<file path="src/hw/rtl/ansi_escape_to_text_attribute_core_assert.svh">
// ---------------------------------------------------------------------------
// ansi_escape_to_text_attribute_core_assert.svh
// Assertion macros, clocked on aclk and disabled during reset.
// ---------------------------------------------------------------------------
`ifndef ANSI_ESCAPE_TO_TEXT_ATTRIBUTE_CORE_ASSERT_SVH
`define ANSI_ESCAPE_TO_TEXT_ATTRIBUTE_CORE_ASSERT_SVH

`ifndef SYNTH
`define AESC_ASSERT(lbl, prop) \
    lbl: assert property (@(posedge aclk) disable iff (!aresetn) prop) \
        else $error("assertion failed");
`define AESC_ASSERT_IMP(lbl, ante, cons) \
    lbl: assert property (@(posedge aclk) disable iff (!aresetn) (ante) |-> (cons)) \
        else $error("implication failed");
`define AESC_ASSERT_NEXT(lbl, ante, cons) \
    lbl: assert property (@(posedge aclk) disable iff (!aresetn) (ante) |=> (cons)) \
        else $error("next-cycle implication failed");
`else
`define AESC_ASSERT(lbl, prop)
`define AESC_ASSERT_IMP(lbl, ante, cons)
`define AESC_ASSERT_NEXT(lbl, ante, cons)
`endif

`endif

</file>
<file path="src/hw/rtl/aesc_pkg.sv">
// ---------------------------------------------------------------------------
// aesc_pkg
// Event codes, byte constants and the color map of the escape parser.
// ---------------------------------------------------------------------------
package aesc_pkg;

    typedef logic [2:0] event_kind_t;
    typedef logic [7:0] byte_t;
    typedef logic [3:0] color_t;

    localparam event_kind_t EV_TEXT  = 3'd0;
    localparam event_kind_t EV_ATTR  = 3'd1;
    localparam event_kind_t EV_CLEAR = 3'd2;
    localparam event_kind_t EV_HOME  = 3'd3;
    localparam event_kind_t EV_BAD   = 3'd4;

    localparam byte_t CH_ESC   = 8'h1b;
    localparam byte_t CH_LBRK  = 8'h5b;
    localparam byte_t CH_0     = 8'h30;
    localparam byte_t CH_1     = 8'h31;
    localparam byte_t CH_2     = 8'h32;
    localparam byte_t CH_3     = 8'h33;
    localparam byte_t CH_4     = 8'h34;
    localparam byte_t CH_5     = 8'h35;
    localparam byte_t CH_6     = 8'h36;
    localparam byte_t CH_7     = 8'h37;
    localparam byte_t CH_8     = 8'h38;
    localparam byte_t CH_SEMI  = 8'h3b;
    localparam byte_t CH_H     = 8'h48;
    localparam byte_t CH_J     = 8'h4a;
    localparam byte_t CH_M     = 8'h6d;

    localparam color_t FORE_DEFAULT = 4'd15;
    localparam color_t BACK_DEFAULT = 4'd0;

    // digits outside '0'..'8' keep the old color
    function automatic color_t map_color(input byte_t digit, input color_t old);
        color_t res;
        unique case (digit)
            CH_0:    res = 4'd0;
            CH_1:    res = 4'd4;
            CH_2:    res = 4'd2;
            CH_3:    res = 4'd6;
            CH_4:    res = 4'd1;
            CH_5:    res = 4'd5;
            CH_6:    res = 4'd11;
            CH_7:    res = 4'd7;
            CH_8:    res = 4'd8;
            default: res = old;
        endcase
        return res;
    endfunction

endpackage

</file>
<file path="src/hw/rtl/ansi_escape_to_text_attribute_core.sv">
// ---------------------------------------------------------------------------
// ansi_escape_to_text_attribute_core
// Byte-stream splitter: text bytes pass through, ANSI escapes become events.
// ---------------------------------------------------------------------------
// Takes one byte per cycle while s_ready is high and gives at most one event
// per byte in the next cycle from a registered output stage. Parser state,
// colors, inverse flag and the saturating text counter all update in the
// cycle the byte is taken; s_ready stays high while the output register is
// empty or being drained, so a continuous stream flows at one item per clock
// while m_ready is high; bytes that only advance an escape give no event.
`include "ansi_escape_to_text_attribute_core_assert.svh"

module ansi_escape_to_text_attribute_core
    import aesc_pkg::*;
(
    input  logic        aclk,
    input  logic        aresetn,
    input  logic        s_valid,
    output logic        s_ready,
    input  logic [7:0]  s_in_byte,
    output logic        m_valid,
    input  logic        m_ready,
    output logic [2:0]  m_event_kind,
    output logic [7:0]  m_text_byte,
    output logic [7:0]  m_attribute,
    output logic        m_inverse,
    output logic [15:0] m_text_count
);

    localparam logic [3:0] M_IDLE  = 4'd0;
    localparam logic [3:0] M_ESC   = 4'd1;
    localparam logic [3:0] M_CSI   = 4'd2;
    localparam logic [3:0] M_TWO   = 4'd3;
    localparam logic [3:0] M_TWO7  = 4'd4;
    localparam logic [3:0] M_ZERO  = 4'd5;
    localparam logic [3:0] M_ZSEMI = 4'd6;
    localparam logic [3:0] M_ZSZ   = 4'd7;
    localparam logic [3:0] M_SEVEN = 4'd8;
    localparam logic [3:0] M_FG    = 4'd9;
    localparam logic [3:0] M_FGD   = 4'd10;
    localparam logic [3:0] M_BG    = 4'd11;
    localparam logic [3:0] M_BGD   = 4'd12;

    logic [3:0]  mode_reg, mode_next;
    byte_t       digit_reg, digit_next;
    color_t      fore_reg, fore_next;
    color_t      back_reg, back_next;
    logic        inv_reg, inv_next;
    logic [15:0] count_reg, count_next;

    logic        out_valid_reg;
    event_kind_t kind_reg, kind_next;
    byte_t       text_reg, text_next;
    byte_t       out_attr_reg;
    logic        out_inv_reg;
    logic [15:0] out_count_reg;
    logic        emit;
    logic        accept;

    assign s_ready = !out_valid_reg || m_ready;
    assign accept  = s_valid && s_ready;

    always_comb begin
        mode_next  = M_IDLE;
        digit_next = digit_reg;
        fore_next  = fore_reg;
        back_next  = back_reg;
        inv_next   = inv_reg;
        count_next = count_reg;
        emit       = 1'b0;
        kind_next  = EV_TEXT;
        text_next  = '0;
        if (s_in_byte == CH_ESC) begin
            mode_next = M_ESC;
        end else begin
            unique case (mode_reg)
                M_ESC: begin
                    if (s_in_byte == CH_LBRK) begin
                        mode_next = M_CSI;
                    end else begin
                        emit      = 1'b1;
                        kind_next = EV_BAD;
                    end
                end
                M_CSI: begin
                    priority if (s_in_byte == CH_2) mode_next = M_TWO;
                    else if (s_in_byte == CH_0) mode_next = M_ZERO;
                    else if (s_in_byte == CH_7) mode_next = M_SEVEN;
                    else if (s_in_byte == CH_3) mode_next = M_FG;
                    else if (s_in_byte == CH_4) mode_next = M_BG;
                    else mode_next = M_IDLE;
                end
                M_TWO: begin
                    if (s_in_byte == CH_J) begin
                        emit      = 1'b1;
                        kind_next = EV_CLEAR;
                    end else if (s_in_byte == CH_7) begin
                        mode_next = M_TWO7;
                    end
                end
                M_TWO7: begin
                    if (s_in_byte == CH_M) begin
                        inv_next  = 1'b0;
                        emit      = 1'b1;
                        kind_next = EV_ATTR;
                    end
                end
                M_ZERO: begin
                    if (s_in_byte == CH_M) begin
                        fore_next = FORE_DEFAULT;
                        back_next = BACK_DEFAULT;
                        inv_next  = 1'b0;
                        emit      = 1'b1;
                        kind_next = EV_ATTR;
                    end else if (s_in_byte == CH_SEMI) begin
                        mode_next = M_ZSEMI;
                    end
                end
                M_ZSEMI: begin
                    if (s_in_byte == CH_0) mode_next = M_ZSZ;
                end
                M_ZSZ: begin
                    if (s_in_byte == CH_H) begin
                        emit      = 1'b1;
                        kind_next = EV_HOME;
                    end
                end
                M_SEVEN: begin
                    if (s_in_byte == CH_M) begin
                        inv_next  = 1'b1;
                        emit      = 1'b1;
                        kind_next = EV_ATTR;
                    end
                end
                M_FG: begin
                    digit_next = s_in_byte;
                    mode_next  = M_FGD;
                end
                M_FGD: begin
                    if (s_in_byte == CH_M) begin
                        fore_next = map_color(digit_reg, fore_reg);
                        emit      = 1'b1;
                        kind_next = EV_ATTR;
                    end
                end
                M_BG: begin
                    digit_next = s_in_byte;
                    mode_next  = M_BGD;
                end
                M_BGD: begin
                    if (s_in_byte == CH_M) begin
                        back_next = map_color(digit_reg, back_reg);
                        emit      = 1'b1;
                        kind_next = EV_ATTR;
                    end
                end
                default: begin
                    if (count_reg != 16'hffff) count_next = count_reg + 16'd1;
                    emit      = 1'b1;
                    kind_next = EV_TEXT;
                    text_next = s_in_byte;
                end
            endcase
        end
    end

    always_ff @(posedge aclk) begin
        if (!aresetn) begin
            mode_reg      <= M_IDLE;
            digit_reg     <= '0;
            fore_reg      <= FORE_DEFAULT;
            back_reg      <= BACK_DEFAULT;
            inv_reg       <= 1'b0;
            count_reg     <= '0;
            out_valid_reg <= 1'b0;
        end else begin
            if (accept) begin
                mode_reg  <= mode_next;
                digit_reg <= digit_next;
                fore_reg  <= fore_next;
                back_reg  <= back_next;
                inv_reg   <= inv_next;
                count_reg <= count_next;
            end
            if (s_ready) out_valid_reg <= accept && emit;
        end
    end

    // result payload, loaded only when a taken byte produces an event
    always_ff @(posedge aclk) begin
        if (accept && emit) begin
            kind_reg      <= kind_next;
            text_reg      <= text_next;
            out_attr_reg  <= {back_next, fore_next};
            out_inv_reg   <= inv_next;
            out_count_reg <= count_next;
        end
    end

    assign m_valid      = out_valid_reg;
    assign m_event_kind = kind_reg;
    assign m_text_byte  = text_reg;
    assign m_attribute  = out_attr_reg;
    assign m_inverse    = out_inv_reg;
    assign m_text_count = out_count_reg;

    `AESC_ASSERT_IMP(a_text_counted, out_valid_reg && kind_reg == EV_TEXT, out_count_reg != 16'd0)
    `AESC_ASSERT_IMP(a_nontext_zero, out_valid_reg && kind_reg != EV_TEXT, text_reg == 8'd0)
    `AESC_ASSERT_NEXT(a_esc_restarts, accept && s_in_byte == CH_ESC, mode_reg == M_ESC)
    `AESC_ASSERT_NEXT(a_count_monotonic, accept, count_reg >= $past(count_reg))

endmodule
</file>
<file path="config.mk">
export PLATFORM = sky130hd
export DESIGN_NAME = ansi_escape_to_text_attribute_core
export DESIGN_NICKNAME = d
export VERILOG_FILES = /design/src/hw/rtl/aesc_pkg.sv /design/src/hw/rtl/ansi_escape_to_text_attribute_core.sv
export VERILOG_INCLUDE_DIRS = /design/src /design/src/hw/rtl
export SDC_FILE = /design/constraint.sdc
export NUM_CORES = 1
export LEC_CHECK = 0
export BUFFER_PORTS_ARGS = -buffer_cell sky130_fd_sc_hd__buf_2
export CORE_UTILIZATION = 50
export DETAILED_ROUTE_END_ITERATION = 16
export PLACE_DENSITY = 0.7
export SKIP_CTS_REPAIR_TIMING = 1
export SLEW_MARGIN = 20
export SYNTH_ARGS = -nofsm -noshare
export SYNTH_HDL_FRONTEND = slang
export SYNTH_SLANG_ARGS = --single-unit
export TNS_END_PERCENT = 100
</file>
<file path="constraint.sdc">
create_clock -name aclk -period 2.9 [get_ports aclk]
set_input_delay 0.58 -clock aclk [delete_from_list [all_inputs] [get_ports aclk]]
set_output_delay 0.58 -clock aclk [all_outputs]
set_load 0.02 [all_outputs]
</file>
# After elaboration in Yosys (flattened, before gate mapping)

Index checks and enable logic that the tools add are counted.

Bits in registers: 74
Bits of input ports: 12
Output and inout bits: 38
Logic and storage cells: 99

Add/subtract/negate cells: 1
Equal/unequal tests: 33
Muxes and demuxes: 41
Bitwise logic cells: 1
Reduce and logical (&&, ||, !) cells: 11

Operator list:

| cell                  | count |
|---|---|
| $eq 8x6->1 const B    | 15 |
| $pmux 4 s9            | 2 |
| $mux 16               | 3 |
| $mux 4                | 12 |
| $eq 8x7->1 const B    | 4 |
| $pmux 4 s7            | 1 |
| $eq 4x4->1 const B    | 5 |
| $mux 3                | 6 |
| $add 16x1->16 const B | 1 |
| $eq 4x3->1 const B    | 4 |
| $ne 16x16->1 const B  | 1 |
| $pmux 4 s2            | 2 |
| $reduce_or 13->1      | 1 |
| $pmux 3 s4            | 1 |
| $reduce_or 12->1      | 1 |
| $mux 1                | 9 |
| $eq 4x2->1 const B    | 2 |
| $eq 8x5->1 const B    | 1 |
| $mux 2                | 3 |
| $pmux 1 s5            | 1 |
| $reduce_or 5->1       | 1 |
| $eq 4x1->1 const B    | 1 |
| $reduce_or 2->1       | 2 |
| $reduce_or 4->1       | 1 |
| other kinds (6)       | 7 |

# Logic depth before layout (Yosys ltp)

Gate-level depths: netlist (run 1).

Depth in word-level cells: 8
Mapped depth: 8
Gate-level depth less buffers: 6

# Least setup slack after synthesis (run 1)

No wires, ideal clock.

Path type: input to register
Start point: in m_ready
End point: reg out_attr_reg[0] (netlist: m_attribute[0]), enable pin
Setup time: 0.391 ns
Arrival time: 2.278 ns
Data required time: 2.509 ns
Setup slack: 0.232 ns
Stages: 5
Path buffers: 0
Cells stage by stage: nand2b_1 > nand2_1 > nor2_1 > o31ai_1 > inv_1

Word-level cells in the longest chain between the ends: 3

RTL lines:

| item                 | RTL line                                  | RTL |
|---|---|---|
| from (decl)          | ansi_escape_to_text_attribute_core.sv:22  | `input logic m_ready,` |
| $logic_or 1x1->1     | ansi_escape_to_text_attribute_core.sv:60  | `assign s_ready = !out_valid_reg \|\| m_ready;` |
| $logic_and 1x1->1    | ansi_escape_to_text_attribute_core.sv:61  | `assign accept = s_valid && s_ready;` |
| $logic_and 1x1->1    | ansi_escape_to_text_attribute_core.sv:191 | `if (accept && emit) begin` |
| to (signal assigned) | ansi_escape_to_text_attribute_core.sv:194 | `out_attr_reg <= {back_next, fore_next};` |
| to (decl)            | ansi_escape_to_text_attribute_core.sv:54  | `byte_t out_attr_reg;` |

Every way passes these cells.
A chain may end at the register's enable or synchronous reset.

# Worst setup path after layout (run 1)

Start point: reg count_reg[0]
End point: reg count_reg[4]

Word-level cells in the longest chain between the ends: 4
Elaborated cells on any way between the ends: 5
Those cells by class: add/sub (1); eq/ne (1); mux (3)

RTL lines:

| item                                          | RTL line                                  | RTL |
|---|---|---|
| from (decl)                                   | ansi_escape_to_text_attribute_core.sv:49  | `logic [15:0] count_reg, count_next;` |
| from (signal assigned)                        | ansi_escape_to_text_attribute_core.sv:183 | `count_reg <= count_next;` |
| $add 16x1->16 or $ne 16x16->1 (tied branches) | ansi_escape_to_text_attribute_core.sv:158 | `if (count_reg != 16'hffff) count_next = count_reg + 16'd1;` |
| $mux 16 *                                     | ansi_escape_to_text_attribute_core.sv:158 |  |
| $mux 16 *                                     | ansi_escape_to_text_attribute_core.sv:76  | `unique case (mode_reg)` |
| $mux 16 *                                     | ansi_escape_to_text_attribute_core.sv:73  | `if (s_in_byte == CH_ESC) begin` |

Every way passes the cells marked *; elsewhere a longest branch is shown, timed or not.

==> results of run 1 <==
==> worst max-delay path, cell delays in order, from the launching register on <==
cell and delay, ns:
dfxtp_1 0.46, ha_1 0.26, and3_1 0.31, nand4_1 0.24
o21ai_2 0.62, buf_4 0.26, o21ai_0 0.09, a21oi_1 0.13
==> cell usage after synthesis (all sizes together) (6+ instances only) <==
master	n
nand2	41
dfxtp	38
edfxtp	36
nor2	29
nand3	23
clkbuf	18
a21oi	17
o21ai	17
buf	11
mux2i	11
nor4	10
and2	9
xnor2	9
and3	8
nand4	7
nor2b	7
nor3	7
o31ai	7
xor2	6
==> stage by stage <==
step	hold slack, ns	total power (W)	util
2_1_floorplan	0.432	0.00130	-
3_3_place_gp	0.442	0.00137	0.577
3_5_place_dp	0.455	0.00137	0.577
4_1_cts	0.467	0.00223	0.605
5_1_grt	0.484	0.00230	0.605
6_report	0.462	0.00221	0.605
==> final cells by class <==
class / instances / area share
Multi-Input combinational cell: 295 / 0.431
Sequential cell: 74 / 0.411
Timing Repair Buffer: 64 / 0.0798
Clock buffer: 11 / 0.0293
Tap cell: 99 / 0.0276
Clock inverter: 5 / 0.0176
Inverter: 5 / 0.00419
==> worst paths after layout <==
| check | start | to | slack (ns) | depth (start not counted) |
|---|---|---|---|---|
| max reg2reg | count_reg[0] | count_reg[4] | 0.45 | 7 |
| min | back_reg[0] | back_reg[0] | 0.46 | 2 |
| max | count_reg[0] | count_reg[4] | 0.45 | 7 |
| min reg2reg | back_reg[0] | back_reg[0] | 0.46 | 2 |
==> power breakdown <==
| group | switching (W) | total [W] | leakage, nW | internal (W) |
|---|---|---|---|---|
| clock | 0.000384 | 0.000868 | 0.107 | 0.000484 |
| sequential | 0.0000124 | 0.00114 | 0.655 | 0.00113 |
| combinational | 0.000141 | 0.000203 | 0.862 | 0.0000623 |
| total | 0.000538 | 0.00221 | 1.62 | 0.00168 |
==> cell families after synthesis <==
logic type	after synthesis	share of synthesized area
buf+inv	34	0.0380
compound gates	89	0.165
mux	11	0.0281
simple gates	179	0.263
xor+xnor	15	0.0335
fa+ha+maj	1	0.00319
flops	74	0.470
==> metal layers <==
layer	GRT usage	vias to the layer above	routed length, µm
met5	0	-	0
met4	0.120	0	198
met3	0.0303	15	329
met2	0.379	75	4520
met1	0.295	1599	3980
li1	-	1624	-
==> results.cfg, run 1 <==
[floorplan]
initial_core_util = 0.529
ios = 50
rows = 31
die_area_um2 = 8200
core-area_um2 = 7410
die_h_um = 90.6
die_w_um = 90.6

[synth]
synth-seq-cells = 74
synth_top_area_cell = edfxtp_1
yosysSeqAreaShare = 0.470
synth_top_area_share = 0.276
netlist_area_um2 = 3920
yosys_most_used_dff = dfxtp_1
synth_top_cells_by_area = edfxtp_1, dfxtp_1, nand2_1, nand3_1, mux2i_1
synth_nets = 416
avgSynthCellArea_um2 = 9.73
ys_warn_count = 0
synth.distinct_cells = 68
async_reset_ff_frac = 0
synth-edff-count = 36
postSynthCellCount = 403

[worst_hold_path]
hold_class = flip-flop to flip-flop

[global_route]
grt_pass1_wl_um = 14800
grt_pass1_vias = 3032
grt_antenna_before_repair = 0
grt.overflow.total = 0
grt_usage = 0.230
grt_max_degree = 26

[critical_path]
start_kind = flip-flop
cp.arrival_ns = 2.73
endpoint_kind = flip-flop
path_class = flip-flop to flip-flop
path_max_fanout = 19
cp.required_ns = 3.19

[layout]
seqCellArea_um2 = 1840
n_antenna_cell = 0
layout_commonest_cell = buf_2
final_layout_size_suffix_gt1_frac = 0.203
nets = 462
fillers = 624
design_area_um2 = 4480
instances_no_fill = 553
syn_to_final_growth_pct = 14.3
multi_input_area_um2 = 1930
final_cell_mix = buf_2, nand2_1, dfxtp_1

[timing]
finalSetupViolCount = 0
finalSetupTns_ns = 0
rsz0062_at_grt = no
max_slew_margin = 0.534
tightest_slew_ns = 0.699
hold_violations = 0
clock_skew_ns = 0.00528
fin_ws_ns = 0.452
fmax_mhz = 409
period_share = 0.844
fin_crit_ns = 2.45
slew_violations = 0

[outcome]
outcome = completed

[route]
dr.pass1.iters = 4
first_iter_violations = 170
drt-wirelength-per-cell_um = 16.3
postRouteWirelength_um = 9030
drc = 0
ant_nets = 0
routed_via_density = 5.99
vias = 3313

[place]
port_buffers = 49
placed_cell_area_um2 = 4270
hpwlAfterDp_um = 6500
place_ws_ns = 0.321
gp_congestion = 0.904
dp_cells = 537

[power]
vdd_drop_max_mv = 0.301
leakage_nw = 1.62
p_per_area_nw_per_um2 = 494

[clock_tree]
htree_levels = 3
cts_root_buf = clkbuf_8
clkSinkCount = 74
numCtsBuffers = 9
clk_pin_slew_ns = 0.08
tritoncts = done
cts_buffer_depth = 2
clock_latency_ns = 0.35

[flow_run]
cap_viol_max_count = 0
(Power assumes the default switching activity.)
==> inputs of run 2 (changes only) <==
--- a/config.mk
+++ b/config.mk
@@ -6,10 +6,11 @@
 export SDC_FILE = /design/constraint.sdc
 export NUM_CORES = 1
 export LEC_CHECK = 0
+export ABC_AREA = 1
 export BUFFER_PORTS_ARGS = -buffer_cell sky130_fd_sc_hd__buf_2
 export CORE_UTILIZATION = 50
 export DETAILED_ROUTE_END_ITERATION = 16
-export PLACE_DENSITY = 0.7
+export PLACE_DENSITY = 0.73
 export SKIP_CTS_REPAIR_TIMING = 1
 export SLEW_MARGIN = 20
 export SYNTH_ARGS = -nofsm -noshare
==> constraint.sdc (replaced) <==
create_clock -name aclk -period 2.2 [get_ports aclk]
set_input_delay 0.44 -clock aclk [delete_from_list [all_inputs] [get_ports aclk]]
set_output_delay 0.44 -clock aclk [all_outputs]
set_load 0.02 [all_outputs]
==> results.cfg, run 2 <==
[worst_hold_path]
hold_depth = 3
hold_class = input pin to flip-flop
min_to = digit_reg[5]
min-delay-start = s_in_byte[5]

[synth]
netlist_area_um2 = 3890
async_reset_ff_frac = 0
synth_top_cells_by_area = edfxtp_1, dfxtp_1, nand2_1, inv_1, nand3_1
avgSynthCellArea_um2 = 7.36
yosysSeqAreaShare = 0.474
synth_simple_gate_area_share = 0.312
netlist_top_cells_count = nand2_1, inv_1, nor2_1
synthAdderAreaFrac = 0.00322
muxShareOfSynthArea = 0
synth_top_family_by_area = simple AND/OR/NAND/NOR gates
synth-edff-count = 36
synth_nets = 541
postSynthCellCount = 528
synth_top_area_cell = edfxtp_1
synth-seq-cells = 74
synth.distinct_cells = 34
synth_top_area_share = 0.278
synth-compound-area-share = 0.113
yosys_most_used_dff = dfxtp_1
ys_warn_count = 0
synthXorXnorAreaFrac = 0.00225
synth_most_common_cell = nand2_1

[timing]
finalSetupViolCount = 0
fmax_mhz = 512
slew_violations = 0
rsz0062_at_grt = no
hold_violations = 0
tightest_slew_ns = 0.785
fin_crit_ns = 1.95
finalSetupTns_ns = 0
max_slew_margin = 0.476
period_share = 0.888
clock_skew_ns = 0.0136

[place]
hpwlAfterDp_um = 6450
port_buffers = 49
gp_congestion = 0.924

[global_route]
grt_max_degree = 24
grt_antenna_before_repair = 0
grt_pass1_vias = 3312
grt_pass1_wl_um = 14900
grt.overflow.total = 0
grt_usage = 0.228

[floorplan]
die_area_um2 = 8130
die_w_um = 90.2
rows = 31
ios = 50
core-area_um2 = 7370
initial_core_util = 0.528
die_h_um = 90.2

[outcome]
outcome = completed

[clock_tree]
tritoncts = done
htree_levels = 3
cts_buffer_depth = 2
clk_pin_slew_ns = 0.07
clock_latency_ns = 0.36
numCtsBuffers = 9
cts_root_buf = clkbuf_8
clkSinkCount = 74

[critical_path]
rr_endpoint = m_event_kind[0]
r2r_setup_slack_ns = 0.25
worst-r2r-cell-count = 10
path_class = flip-flop to flip-flop
cp.required_ns = 2.31
r2r-start = mode_reg[1]
cp.arrival_ns = 2.06
path_max_fanout = 22
start_kind = flip-flop
endpoint_kind = flip-flop

[layout]
nets = 599
post-route-util = 0.606
syn_to_final_growth_pct = 14.9
final_layout_size_suffix_gt1_frac = 0.162
final_cell_mix = nand2_1, inv_1, nor2_1, buf_2, nand3_1
layout_commonest_cell = nand2_1
n_antenna_cell = 0

[route]
vias = 3551
drt-wirelength-per-cell_um = 12.7
first_iter_violations = 258
drc = 0
postRouteWirelength_um = 8770
routed_via_density = 5.15
ant_nets = 0
dr.pass1.iters = 4

[power]
leakage_nw = 2.11
vdd_drop_max_mv = 0.297
p_per_area_nw_per_um2 = 653

[flow_run]
cap_viol_max_count = 0
==> run 2: final cells by class <==
cell class / instances / area, µm²
fill: 674 / 2900
multi-input combinational: 361 / 1680
clock buffer: 11 / 141
tap: 99 / 124
inverter: 81 / 308
sequential: 74 / 1840
timing repair buffer: 59 / 345
clock inverter: 5 / 30.0
==> run 2: cells by family (layout without fill, tap and decap cells) <==
kind of cell	after synthesis	count (layout)
buffers and inverters	93	156
AND/OR/NAND/NOR	278	278
flip-flops	74	74
XOR/XNOR	1	1
AO/OA/AOI/OAI	81	81
adder cells (fa/ha/maj)	1	1
==> run 2: power by group <==
| part | leakage, nW | internal, W | switching, W | total [W] |
|---|---|---|---|---|
| Combinational | 1.35 | 0.000132 | 0.000277 | 0.000409 |
| Clock | 0.0867 | 0.000434 | 0.000483 | 0.000917 |
| Sequential | 0.665 | 0.00154 | 0.0000469 | 0.00159 |
| Total | 2.11 | 0.00211 | 0.000807 | 0.00292 |
==> run 2: metrics by stage <==
| stage | total power (W) | std cells | instance area (µm²) | setup WS [ns] | hold WS [ns] |
|---|---|---|---|---|---|
| floorplan | 0.00189 | 528 | 3890 | 0.0152 | 0.424 |
| global placement | 0.00202 | 674 | 4300 | 0.187 | 0.433 |
| detailed placement | 0.00203 | 674 | 4300 | 0.0862 | 0.443 |
| CTS | 0.00293 | 690 | 4470 | 0.267 | 0.406 |
| global route | 0.00305 | 690 | 4470 | 0.000886 | 0.447 |
| finish | 0.00292 | 690 | 4470 | 0.247 | 0.421 |
==> run 2: worst max-delay path by stage <==
| stage | start | to |
|---|---|---|
| after detailed placement | s_in_byte[7] | m_text_byte[7] |
| after global placement | s_in_byte[7] | m_text_count[8] |
| after floorplan | s_in_byte[7] | m_attribute[0] |
| final | mode_reg[1] | m_event_kind[0] |
| after CTS | count_reg[0] | m_text_count[9] |
| after global routing | count_reg[0] | count_reg[14] |
==> run 2: routing by layer <==
layer,GRT usage,wire length (µm)
met1,0.302,4240
met2,0.371,3940
met3,0.0482,471
met4,0.0753,117
met5,0,0
==> run 2: worst max-delay path, cell delays in order (launching register included) <==
cell	delay (ns)
dfxtp_1	0.44
inv_1	0.14
nand2_4	0.12
inv_1	0.06
nand3_1	0.12
nand3_1	0.08
nand2_1	0.10
nand2_1	0.08
o21ai_2	0.21
clkinvlp_4	0.18
buf_12	0.19
==> inputs of run 3 (changes only) <==
--- a/config.mk
+++ b/config.mk
@@ -8,9 +8,9 @@
 export LEC_CHECK = 0
 export ABC_AREA = 1
 export BUFFER_PORTS_ARGS = -buffer_cell sky130_fd_sc_hd__buf_2
-export CORE_UTILIZATION = 50
+export CORE_UTILIZATION = 52
 export DETAILED_ROUTE_END_ITERATION = 16
-export PLACE_DENSITY = 0.73
+export PLACE_DENSITY_LB_ADDON = 0.05
 export SKIP_CTS_REPAIR_TIMING = 1
 export SLEW_MARGIN = 20
 export SYNTH_ARGS = -nofsm -noshare
==> results.cfg, run 3 (synthesis results as in run 2) <==
[outcome]
outcome = completed

[critical_path]
crit_chain = ha_1 > inv_1 > nor2_1 > nand3_1 > nor2_4 > inv_1 > nand2_1 > o21bai_1 > nand2_1 > inv_1
r2r_setup_slack_ns = 0.26
path_class = flip-flop to flip-flop
cp.arrival_ns = 2.04
cp_slowest_cell = dfxtp_1
slowest_delay_ns = 0.37
path_max_fanout = 4
start_kind = flip-flop
crit_top_cell = inv_1
cp.required_ns = 2.30
endpoint_kind = flip-flop

[place]
port_buffers = 49
placed_cell_area_um2 = 4290
hpwlAfterDp_um = 6650
gp_congestion = 0.892
place_ws_ns = 0.154

[timing]
period_share = 0.880
slew_violations = 0
finalSetupTns_ns = 0
max_slew_margin = 0.435
tightest_slew_ns = 0.847
finalSetupViolCount = 0
fmax_mhz = 516
clock_skew_ns = 0.00651
rsz0062_at_grt = no
fin_ws_ns = 0.263
fin_crit_ns = 1.94
hold_violations = 0

[route]
vias = 3542
first_iter_violations = 199
drt-wirelength-per-cell_um = 13.0
dr.pass1.iters = 5
routed_via_density = 5.13
postRouteWirelength_um = 9010
drc = 0
ant_nets = 0

[floorplan]
die_h_um = 88.5
die_area_um2 = 7830
rows = 31
initial_core_util = 0.536
die_w_um = 88.5
ios = 50
core-area_um2 = 7250

[global_route]
busiest_layer = met2
met2_usage = 0.421
grt_pass1_vias = 3286
grt_pass1_wl_um = 15000
grt_usage = 0.253
grt_max_degree = 29
grt_use_met1 = 0.332
grt.overflow.total = 0
grt_use_met3 = 0.0364
grt_antenna_before_repair = 0

[layout]
design_area_um2 = 4480
nets = 600
n_antenna_cell = 0
syn_to_final_growth_pct = 15.4
final_layout_size_suffix_gt1_frac = 0.166
post-route-util = 0.618
layout_commonest_cell = nand2_1
final_cell_mix = nand2_1, inv_1, nor2_1, buf_2, nand3_1

[flow_run]
cap_viol_max_count = 0

[clock_tree]
clkSinkCount = 74
cts_root_buf = clkbuf_8
cts_buffer_depth = 2
tritoncts = done
clock_latency_ns = 0.34
numCtsBuffers = 9
htree_levels = 3
clk_pin_slew_ns = 0.08

[power]
leakage_nw = 2.11
p_per_area_nw_per_um2 = 678
vdd_drop_max_mv = 0.364

[worst_hold_path]
hold_class = input pin to flip-flop
## run 3: worst max-delay path, delay by kind of cell (launching register included)
kind	cells	cell delay (ns)
buffers and inverters	3	0.23
AO/OA/AOI/OAI	1	0.07
adder cells (fa/ha/maj)	1	0.20
flip-flops	1	0.37
AND/OR/NAND/NOR	5	0.83
## run 3: final timing paths
kind | start | endpoint | depth (start not counted)
setup / recovery | count_reg[1] | m_text_count[9] | 10
hold / removal | s_in_byte[0] | digit_reg[0] | 3
setup reg to reg | count_reg[1] | m_text_count[9] | 10
hold reg to reg | digit_reg[4] | digit_reg[4] | 2
## run 3: metrics by stage
stage	hold slack [ns]	total power (W)	std cells
6_report	0.435	0.00304	691
5_1_grt	0.439	0.00318	691
4_1_cts	0.421	0.00307	691
3_5_place_dp	0.445	0.00203	675
3_3_place_gp	0.445	0.00202	675
2_1_floorplan	0.424	0.00189	528
## run 3: final cells by class
type	instances	area, µm²
Timing Repair Buffer	60	340
Tap cell	99	124
Sequential cell	74	1840
Clock buffer	10	128
Inverter	81	308
Clock inverter	6	66.3
Fill cell	676	2770
Multi-Input combinational cell	361	1680
## run 3: report_power, final
| group | switching [W] | internal [W] |
|---|---|---|
| logic | 0.000277 | 0.000130 |
| clock network | 0.000518 | 0.000526 |
| registers | 0.0000475 | 0.00154 |
## run 3: routing by layer
layer | up-vias | share of wire | wire, µm
met5 | - | 0 | 0
li1 | 1822 | - | -
met4 | 0 | 0.012 | 108
met1 | 1617 | 0.47 | 4220
met3 | 8 | 0.042 | 375
met2 | 95 | 0.48 | 4300
